<file path="src/rtl/mast_pkg.sv">
// Shared types and constants for the MAC address set table.
// No dependencies; every other file in rtl/ imports this package.
package mast_pkg;

    localparam int MAC_W        = 48;
    localparam int ENTRY_W      = MAC_W + 1;   // valid mark over the address
    localparam int COUNT_OUT_W  = 7;
    localparam int DEF_CAPACITY = 64;

    // Operation codes carried on the kind port
    typedef enum logic [1:0] {
        KIND_ADD    = 2'd0,
        KIND_REMOVE = 2'd1,
        KIND_LOOKUP = 2'd2,
        KIND_CLEAR  = 2'd3
    } kind_t;

    // Sequencer states
    typedef enum logic [1:0] {
        S_IDLE,
        S_CLEAR,
        S_SCAN,
        S_UPDATE
    } state_t;

    // Memory port control from the sequencer
    typedef struct packed {
        logic wr_en;
        logic rd_en;
    } mem_ctl_t;

endpackage

</file>
<file path="src/rtl/mast_mem.sv">
// Entry memory of the MAC address set table: one shared address port,
// synchronous write and registered read. Depends on mast_pkg.
module mast_mem #(
    parameter int CAPACITY = mast_pkg::DEF_CAPACITY,
    parameter int IDX_W    = $clog2(CAPACITY)
) (
    input  logic                        clk,
    input  mast_pkg::mem_ctl_t          ctl,
    input  logic [IDX_W-1:0]            addr,
    input  logic [mast_pkg::ENTRY_W-1:0] wdata,
    output logic [mast_pkg::ENTRY_W-1:0] rdata
);
    import mast_pkg::*;

    logic [ENTRY_W-1:0] mem_array [CAPACITY];
    logic [ENTRY_W-1:0] rd_data_reg;

    // Write or read one entry per cycle
    always_ff @(posedge clk)
    begin
        if (ctl.wr_en)
        begin
            mem_array[addr] <= wdata;
        end
        if (ctl.rd_en)
        begin
            rd_data_reg <= mem_array[addr];
        end
    end

    assign rdata = rd_data_reg;

endmodule

</file>
<file path="src/rtl/mast_ctrl.sv">
// Sequencer of the MAC address set table: clearing sweep, scan of all
// entries, write back and result. Depends on mast_pkg; drives mast_mem.
module mast_ctrl #(
    parameter int CAPACITY = mast_pkg::DEF_CAPACITY,
    parameter int IDX_W    = $clog2(CAPACITY),
    parameter int CNT_W    = $clog2(CAPACITY + 1)
) (
    input  logic                            clk,
    input  logic                            rst_n,
    input  logic                            start,
    input  logic [1:0]                      kind,
    input  logic [mast_pkg::MAC_W-1:0]      mac,
    output logic                            busy,
    output logic                            done,
    output logic                            found,
    output logic                            status,
    output logic [mast_pkg::COUNT_OUT_W-1:0] entry_count,
    output mast_pkg::mem_ctl_t              mem_ctl,
    output logic [IDX_W-1:0]                mem_addr,
    output logic [mast_pkg::ENTRY_W-1:0]    mem_wdata,
    input  logic [mast_pkg::ENTRY_W-1:0]    mem_rdata
);
    import mast_pkg::*;

    localparam logic [IDX_W-1:0] LAST_IDX = IDX_W'(CAPACITY - 1);

    state_t             state_reg, state_next;
    logic               clr_reply_reg, clr_reply_next;
    logic [IDX_W-1:0]   idx_reg, idx_next;
    logic               issue_done_reg, issue_done_next;
    logic               cmp_vld_reg, cmp_vld_next;
    logic               cmp_last_reg, cmp_last_next;
    logic               hit_seen_reg, hit_seen_next;
    logic               free_seen_reg, free_seen_next;
    logic [CNT_W-1:0]   count_reg, count_next;
    logic               done_reg, done_next;
    logic               found_reg, found_next;
    logic               status_reg, status_next;

    kind_t              kind_reg, kind_next;
    logic [MAC_W-1:0]   mac_reg, mac_next;
    logic [IDX_W-1:0]   cmp_idx_reg, cmp_idx_next;
    logic [IDX_W-1:0]   hit_idx_reg, hit_idx_next;
    logic [IDX_W-1:0]   free_idx_reg, free_idx_next;

    logic               entry_valid;
    logic               entry_match;

    assign entry_valid = mem_rdata[ENTRY_W-1];
    assign entry_match = (mem_rdata[MAC_W-1:0] == mac_reg);

    // Control state; reset starts the clearing sweep
    always_ff @(posedge clk or negedge rst_n)
    begin
        if (!rst_n)
        begin
            state_reg      <= S_CLEAR;
            clr_reply_reg  <= 1'b0;
            idx_reg        <= '0;
            issue_done_reg <= 1'b0;
            cmp_vld_reg    <= 1'b0;
            cmp_last_reg   <= 1'b0;
            hit_seen_reg   <= 1'b0;
            free_seen_reg  <= 1'b0;
            count_reg      <= '0;
            done_reg       <= 1'b0;
            found_reg      <= 1'b0;
            status_reg     <= 1'b0;
        end
        else
        begin
            state_reg      <= state_next;
            clr_reply_reg  <= clr_reply_next;
            idx_reg        <= idx_next;
            issue_done_reg <= issue_done_next;
            cmp_vld_reg    <= cmp_vld_next;
            cmp_last_reg   <= cmp_last_next;
            hit_seen_reg   <= hit_seen_next;
            free_seen_reg  <= free_seen_next;
            count_reg      <= count_next;
            done_reg       <= done_next;
            found_reg      <= found_next;
            status_reg     <= status_next;
        end
    end

    // Payload registers
    always_ff @(posedge clk)
    begin
        kind_reg     <= kind_next;
        mac_reg      <= mac_next;
        cmp_idx_reg  <= cmp_idx_next;
        hit_idx_reg  <= hit_idx_next;
        free_idx_reg <= free_idx_next;
    end

    // Next state, memory accesses and result
    always_comb
    begin
        state_next      = state_reg;
        clr_reply_next  = clr_reply_reg;
        idx_next        = idx_reg;
        issue_done_next = issue_done_reg;
        cmp_vld_next    = 1'b0;
        cmp_last_next   = 1'b0;
        hit_seen_next   = hit_seen_reg;
        free_seen_next  = free_seen_reg;
        count_next      = count_reg;
        done_next       = 1'b0;
        found_next      = found_reg;
        status_next     = status_reg;
        kind_next       = kind_reg;
        mac_next        = mac_reg;
        cmp_idx_next    = cmp_idx_reg;
        hit_idx_next    = hit_idx_reg;
        free_idx_next   = free_idx_reg;
        mem_ctl.wr_en   = 1'b0;
        mem_ctl.rd_en   = 1'b0;
        mem_addr        = idx_reg;
        mem_wdata       = '0;

        case (state_reg)
            S_IDLE:
            begin
                // Take a new command
                if (start)
                begin
                    kind_next       = kind_t'(kind);
                    mac_next        = mac;
                    idx_next        = '0;
                    issue_done_next = 1'b0;
                    hit_seen_next   = 1'b0;
                    free_seen_next  = 1'b0;
                    if (kind_t'(kind) == KIND_CLEAR)
                    begin
                        clr_reply_next = 1'b1;
                        state_next     = S_CLEAR;
                    end
                    else
                    begin
                        state_next = S_SCAN;
                    end
                end
            end

            S_CLEAR:
            begin
                // Drop the valid mark of one entry per cycle
                mem_ctl.wr_en = 1'b1;
                mem_addr      = idx_reg;
                mem_wdata     = '0;
                idx_next      = idx_reg + IDX_W'(1);
                if (idx_reg == LAST_IDX)
                begin
                    idx_next       = '0;
                    count_next     = '0;
                    clr_reply_next = 1'b0;
                    state_next     = S_IDLE;
                    if (clr_reply_reg)
                    begin
                        done_next   = 1'b1;
                        found_next  = 1'b0;
                        status_next = 1'b0;
                    end
                end
            end

            S_SCAN:
            begin
                // Issue one read per cycle
                if (!issue_done_reg)
                begin
                    mem_ctl.rd_en = 1'b1;
                    mem_addr      = idx_reg;
                    cmp_vld_next  = 1'b1;
                    cmp_idx_next  = idx_reg;
                    cmp_last_next = (idx_reg == LAST_IDX);
                    idx_next      = idx_reg + IDX_W'(1);
                    if (idx_reg == LAST_IDX)
                    begin
                        issue_done_next = 1'b1;
                        idx_next        = '0;
                    end
                end
                // Compare the entry read last cycle
                if (cmp_vld_reg)
                begin
                    if (entry_valid && entry_match && !hit_seen_reg)
                    begin
                        hit_seen_next = 1'b1;
                        hit_idx_next  = cmp_idx_reg;
                    end
                    if (!entry_valid && !free_seen_reg)
                    begin
                        free_seen_next = 1'b1;
                        free_idx_next  = cmp_idx_reg;
                    end
                    if (cmp_last_reg)
                    begin
                        state_next = S_UPDATE;
                    end
                end
            end

            S_UPDATE:
            begin
                // Write back the changed entry and report
                done_next   = 1'b1;
                found_next  = hit_seen_reg;
                status_next = 1'b0;
                state_next  = S_IDLE;
                case (kind_reg)
                    KIND_ADD:
                    begin
                        if (!hit_seen_reg)
                        begin
                            if (free_seen_reg)
                            begin
                                mem_ctl.wr_en = 1'b1;
                                mem_addr      = free_idx_reg;
                                mem_wdata     = {1'b1, mac_reg};
                                count_next    = count_reg + CNT_W'(1);
                            end
                            else
                            begin
                                status_next = 1'b1;
                            end
                        end
                    end
                    KIND_REMOVE:
                    begin
                        if (hit_seen_reg)
                        begin
                            mem_ctl.wr_en = 1'b1;
                            mem_addr      = hit_idx_reg;
                            mem_wdata     = {1'b0, mac_reg};
                            if (count_reg != '0)
                            begin
                                count_next = count_reg - CNT_W'(1);
                            end
                        end
                    end
                    default:
                    begin
                        // lookup changes nothing
                    end
                endcase
            end

            default:
            begin
                state_next = S_IDLE;
            end
        endcase
    end

    assign busy        = (state_reg != S_IDLE);
    assign done        = done_reg;
    assign found       = found_reg;
    assign status      = status_reg;
    assign entry_count = COUNT_OUT_W'(count_reg);

    // One strobe per command
    a_done_single: assert property (@(posedge clk) disable iff (!rst_n)
        done_reg |=> !done_reg)
        else $error("result strobe held for more than one cycle");

    // A dropped add never reports a present address
    a_full_not_found: assert property (@(posedge clk) disable iff (!rst_n)
        (done_reg && status_reg) |-> !found_reg)
        else $error("table full reported with address present");

    // The count never passes the table size
    a_count_bound: assert property (@(posedge clk) disable iff (!rst_n)
        count_reg <= CNT_W'(CAPACITY))
        else $error("entry count above capacity");

    // The shared memory port never reads and writes together
    a_port_excl: assert property (@(posedge clk) disable iff (!rst_n)
        !(mem_ctl.wr_en && mem_ctl.rd_en))
        else $error("memory read and write in the same cycle");

    // An accepted command keeps the block busy next cycle
    a_busy_after_start: assert property (@(posedge clk) disable iff (!rst_n)
        (start && !busy) |=> busy)
        else $error("command accepted without going busy");

endmodule

</file>
<file path="src/rtl/mac_address_set_table_unit.sv">
// Top level of the MAC address set table: sequencer plus entry memory.
// Depends on mast_pkg, mast_mem and mast_ctrl.
//
// Usage:
//   A command (kind, mac) transfers at a rising edge where start is high and
//   busy is low. kind selects add, remove, lookup or clear. Every command
//   gives exactly one result: found, status and entry_count, shown for one
//   cycle with done high. The receiver cannot stall; it must take the result
//   in that cycle.
//   Add, remove and lookup walk every entry of the memory, one read per cycle
//   through the single memory port, compare the last entry, then write back
//   any changed entry in the update state, from which done is registered.
//   Clear sweeps the memory writing one entry per cycle; done is registered
//   from the write of the last entry.
//   busy drops in the cycle that done is high, so the next command may
//   transfer at the edge that ends it; one command is in work at a time.
//   After reset the block runs the same clearing sweep with busy high and
//   no result, then accepts commands.
//   An add of a new address to a full table is dropped and reports status 1.
module mac_address_set_table_unit #(
    parameter int CAPACITY = mast_pkg::DEF_CAPACITY
) (
    input  logic                             clk,
    input  logic                             rst_n,
    input  logic                             start,
    output logic                             busy,
    input  logic [1:0]                       kind,
    input  logic [mast_pkg::MAC_W-1:0]       mac,
    output logic                             done,
    output logic                             found,
    output logic                             status,
    output logic [mast_pkg::COUNT_OUT_W-1:0] entry_count
);
    import mast_pkg::*;

    localparam int IDX_W = $clog2(CAPACITY);
    localparam int CNT_W = $clog2(CAPACITY + 1);

    mem_ctl_t           mem_ctl;
    logic [IDX_W-1:0]   mem_addr;
    logic [ENTRY_W-1:0] mem_wdata;
    logic [ENTRY_W-1:0] mem_rdata;

    // Sequencer
    mast_ctrl #(
        .CAPACITY (CAPACITY),
        .IDX_W    (IDX_W),
        .CNT_W    (CNT_W)
    ) u_ctrl (
        .clk         (clk),
        .rst_n       (rst_n),
        .start       (start),
        .kind        (kind),
        .mac         (mac),
        .busy        (busy),
        .done        (done),
        .found       (found),
        .status      (status),
        .entry_count (entry_count),
        .mem_ctl     (mem_ctl),
        .mem_addr    (mem_addr),
        .mem_wdata   (mem_wdata),
        .mem_rdata   (mem_rdata)
    );

    // Entry memory
    mast_mem #(
        .CAPACITY (CAPACITY),
        .IDX_W    (IDX_W)
    ) u_mem (
        .clk   (clk),
        .ctl   (mem_ctl),
        .addr  (mem_addr),
        .wdata (mem_wdata),
        .rdata (mem_rdata)
    );

endmodule

</file>
<file path="config.mk">
export PLATFORM = sky130hd
export DESIGN_NAME = mac_address_set_table_unit
export DESIGN_NICKNAME = d
export VERILOG_FILES = /design/src/rtl/mast_pkg.sv /design/src/rtl/mast_mem.sv /design/src/rtl/mast_ctrl.sv /design/src/rtl/mac_address_set_table_unit.sv
export SDC_FILE = /design/constraint.sdc
export NUM_CORES = 2
export LEC_CHECK = 0
export ABC_CLOCK_PERIOD_IN_PS = 5850
export BUFFER_PORTS_ARGS = -buffer_cell sky130_fd_sc_hd__buf_2
export CAP_MARGIN = 25
export CORE_UTILIZATION = 27
export CTS_CLUSTER_SIZE = 14
export DETAILED_ROUTE_END_ITERATION = 8
export PLACE_DENSITY = 0.53
export SLEW_MARGIN = 20
export SYNTH_ARGS = -nofsm -noshare
export SYNTH_HDL_FRONTEND = slang
export SYNTH_SLANG_ARGS = --single-unit
</file>
<file path="constraint.sdc">
create_clock -name clk -period 5.85 [get_ports clk]
set_input_delay 0.2925 -clock clk [delete_from_list [all_inputs] [get_ports clk]]
set_output_delay 0.2925 -clock clk [all_outputs]
set_load 0.02 [all_outputs]
</file>
==> impl_metrics.py <==
metrics = {
    "floorplan": {
        "die_x_um": 689,
        "die_h_um": 689,
        "die-area_um2": 474000,
        "ios": 64,
        "rows": 251,
        "start_util_pct": 27.2,
        "core_area_um2": 468000,
    },
    "critical_path": {
        "arrival_ns": 5.90,
        "cp_common_cell": "buf_4",
        "cp_slowest_cell": "a222oi_1",
        "path_class": "reg2reg",
        "required_ns": 6.56,
        "cpLargestDelayFamily": "simple AND/OR/NAND/NOR gates",
        "crit_fanout": 22,
        "cpPeakStageDelay_ns": 0.61,
        "crit_buf_inv": 2,
        "critPathLaunchType": "flop",
        "cp_cell_sequence": "ha_1 > nand2b_1 > a22o_1 > nor2_4 > nor2_1 > buf_4 > and2_4 > buf_4 > a222oi_1 > nand4_1 > or4_1",
        "crit_path_end_kind": "flop",
    },
    "synth": {
        "syn_area_um2": 127000,
        "synth_ff_type": "edfxtp_1",
        "synth_top_area_share_pct": 76.7,
        "synthArstFlopShare_pct": 0.732,
        "muxShareOfSynthArea_pct": 3.05,
        "synth_edf_count": 3253,
        "synth_warnings": 0,
        "synth_compound_area_share_pct": 7.80,
        "synth_seq_cells": 3277,
        "synth_seq_area_share_pct": 77.2,
        "yosys.area.top_type": "edfxtp_1",
        "syn_area_per_cell_um2": 15.0,
        "synthCells": 8466,
        "synth_nets": 8531,
        "ys_top_cells_by_area": "edfxtp_1 77%, nand2_1 4.9%, mux2i_1 2.9%",
        "synth_adder_area_share_pct": 0.124,
        "synth_simple_gate_area_share_pct": 9.48,
        "yosysUniqueCellTypes": 79,
        "synth-xor-area-share_pct": 0.316,
        "synth_top_family_by_area": "simple AND/OR/NAND/NOR gates",
    },
    "sta": {
        "worst_pin_slew_ns": 1.13,
        "max_freq_mhz": 193,
        "period_minus_slack_ns": 5.19,
        "rsz0062_at_grt": "false",
        "slew_headroom_pct": 24.6,
        "hold_ws_ns": 0.0367,
        "slew_viol_final": 0,
        "fin_tns_setup_ns": 0,
        "finClkSkew_ns": 0.120,
        "post-route-period-util_pct": 88.7,
        "setup_viol": 0,
        "final-hold-violation-count": 0,
    },
    "power": {
        "ir_worst_vdd_mv": 0.292,
        "p_per_area_nw_per_um2": 312,
        "leakagePower_nw": 40.9,
    },
    "global_routing": {
        "grt_max_degree": 154,
        "gr-usage-all-layers_pct": 19.7,
        "grt.overflow.total": 0,
        "antenna_found_initial": 17,
        "grt_pass1_wl_um": 653000,
        "grt_pass1_vias": 77331,
    },
    "clocking": {
        "root_buffer": "clkbuf_16",
        "numCtsBuffers": 339,
        "clock_path_buffers": 4,
        "clk_pin_slew_ns": 0.06,
        "post_cts_resized": 0,
        "clock-sinks": 3277,
        "worstSkewPairLatency_ns": 0.98,
        "cts_tree": "built",
        "htree_levels": 5,
    },
    "detailed_routing": {
        "viasPerCell": 5.44,
        "wirelength_um": 485000,
        "initialDrtViolationCount": 13485,
        "drcViolationCount": 0,
        "wl_per_cell_um": 31.9,
        "first_pass_iters": 6,
        "via_count": 82714,
        "ant_nets": 0,
    },
    "run": {
        "maxCapViolations": 0,
    },
    "run_status": {
        "status": "finished clean",
    },
    "cells_and_area": {
        "final_net_count": 8785,
        "final_layout_size_suffix_gt1_share_pct": 11.8,
        "regArea_um2": 98300,
        "syn_to_final_growth_pct": 17.1,
        "post-route-util_pct": 31.8,
        "multi_input_area_um2": 27300,
        "largest_register_ffs": 3136,
        "layout_commonest_cell": "edfxtp_1",
        "layout_common_cells": "3,253 x edfxtp_1, 1,667 x nand2_1, 483 x nand3_1, 364 x mux2i_1, 342 x clkbuf_16",
        "fillerInstances": 45356,
    },
    "placed_design": {
        "io_buffer_count": 63,
        "dp_hpwl_um": 261000,
        "place_congestion": 0.847,
    },
    "worst_hold_path": {
        "hold_class": "in2reg",
    },
}
worst register-to-register path, delay by kind of cell, from the launching register on:
| family | cells | cell delay, ns |
|---|---|---|
| DFF | 1 | 0.54 |
| adders and majority gates | 1 | 0.45 |
| and+or+nand+nor | 6 | 2.21 |
| buffers and inverters | 2 | 0.60 |
| AOI/OAI and AO/OA | 2 | 1.14 |
per-layer routing:
| layer | vias up | part of all wire, % | global-route usage [%] |
|---|---|---|---|
| met4 | 8 | 4.6 | 8.05 |
| met5 | - | 0.011 | 0 |
| li1 | 33251 | - | - |
| met1 | 42889 | 40 | 27.1 |
| met3 | 1044 | 11 | 4.56 |
| met2 | 5522 | 44 | 30.0 |
through the flow:
step / total power, mW / cell area, um2 / std cells / setup WS (ns)
6_report: 46.5 / 149000 / 15193 / 0.661
5_1_grt: 47.5 / 149000 / 15186 / 0.481
4_1_cts: 46.6 / 149000 / 15180 / 0.784
3_3_place_gp: 25.9 / 137000 / 14492 / 0.854
2_1_floorplan: 25.9 / 127000 / 8466 / 0.655
3_5_place_dp: 25.9 / 138000 / 14508 / 0.778
where the power goes:
part           internal, mW  total (mW)  leakage, nW  switching (mW)
Sequential             25.4        25.4         23.0               0
Combinational        0.0408      0.0609         12.7          0.0201
Clock                  11.6        21.0         5.14            9.35
final cells by class:
| class | count | share of cell area [%] |
|---|---|---|
| clock inverters | 186 | 1.09 |
| inverters | 21 | 0.0546 |
| diodes | 7 | 0.0118 |
| multi-input cells | 4606 | 18.3 |
| repair buffers | 475 | 3.43 |
| clock buffers | 423 | 5.95 |
| well taps | 6198 | 5.20 |
| flip-flops and latches | 3277 | 65.9 |
kinds of logic (layout without fill, tap and decap cells):
family | after synthesis | after routing
compound gates | 1447 | 1447
xor+xnor | 46 | 46
fa+ha+maj | 12 | 12
buf+inv | 583 | 1105
flops | 3277 | 3277
mux | 385 | 385
other cells | 0 | 7
simple gates | 2716 | 2716
cell usage after synthesis (all sizes together) (11+ instances only):
| cell | number |
|---|---|
| inv | 21 |
| nor4 | 17 |
| nand4 | 103 |
| nand3 | 485 |
| and4 | 14 |
| a22o | 16 |
| buf | 281 |
| ha | 11 |
| a221o | 14 |
| nor3 | 41 |
| o22ai | 18 |
| a222oi | 42 |
| xor2 | 26 |
| edfxtp | 3253 |
| mux2 | 21 |
| a2111oi | 32 |
| o211ai | 19 |
| or4 | 34 |
| nor2 | 109 |
| nand2 | 1671 |
| and2 | 54 |
| clkbuf | 281 |
| a211oi | 178 |
| mux2i | 364 |
| a32oi | 92 |
| dfrtp | 23 |
| and3 | 156 |
| a311oi | 58 |
| xnor2 | 20 |
| a22oi | 172 |
| a31oi | 115 |
| a221oi | 71 |
| a21oi | 216 |
| o21ai | 336 |
worst paths after layout:
path,from,end,slack [ns],cells past startpoint
worst max register to register,u_ctrl.state_reg[0],u_mem.rdata[21],0.66,11
worst max-delay path,u_ctrl.state_reg[0],u_mem.rdata[21],0.66,11
max in group asynchronous,rst_n,u_ctrl.found,5.23,4
min in group asynchronous,rst_n,u_ctrl.entry_count[1],0.43,4
worst min register to register,u_ctrl.cmp_idx_reg[0],u_ctrl.free_idx_reg[0],0.46,0
worst min-delay path,mac[38],u_ctrl.mac_reg[38],0.04,2
repair_timing:
item,CTS,global route
endpoints found under the hold margin,82,0
buffers inserted,0,0
hold buffers,63,0
Note: power is estimated with default switching activity, not from simulation.
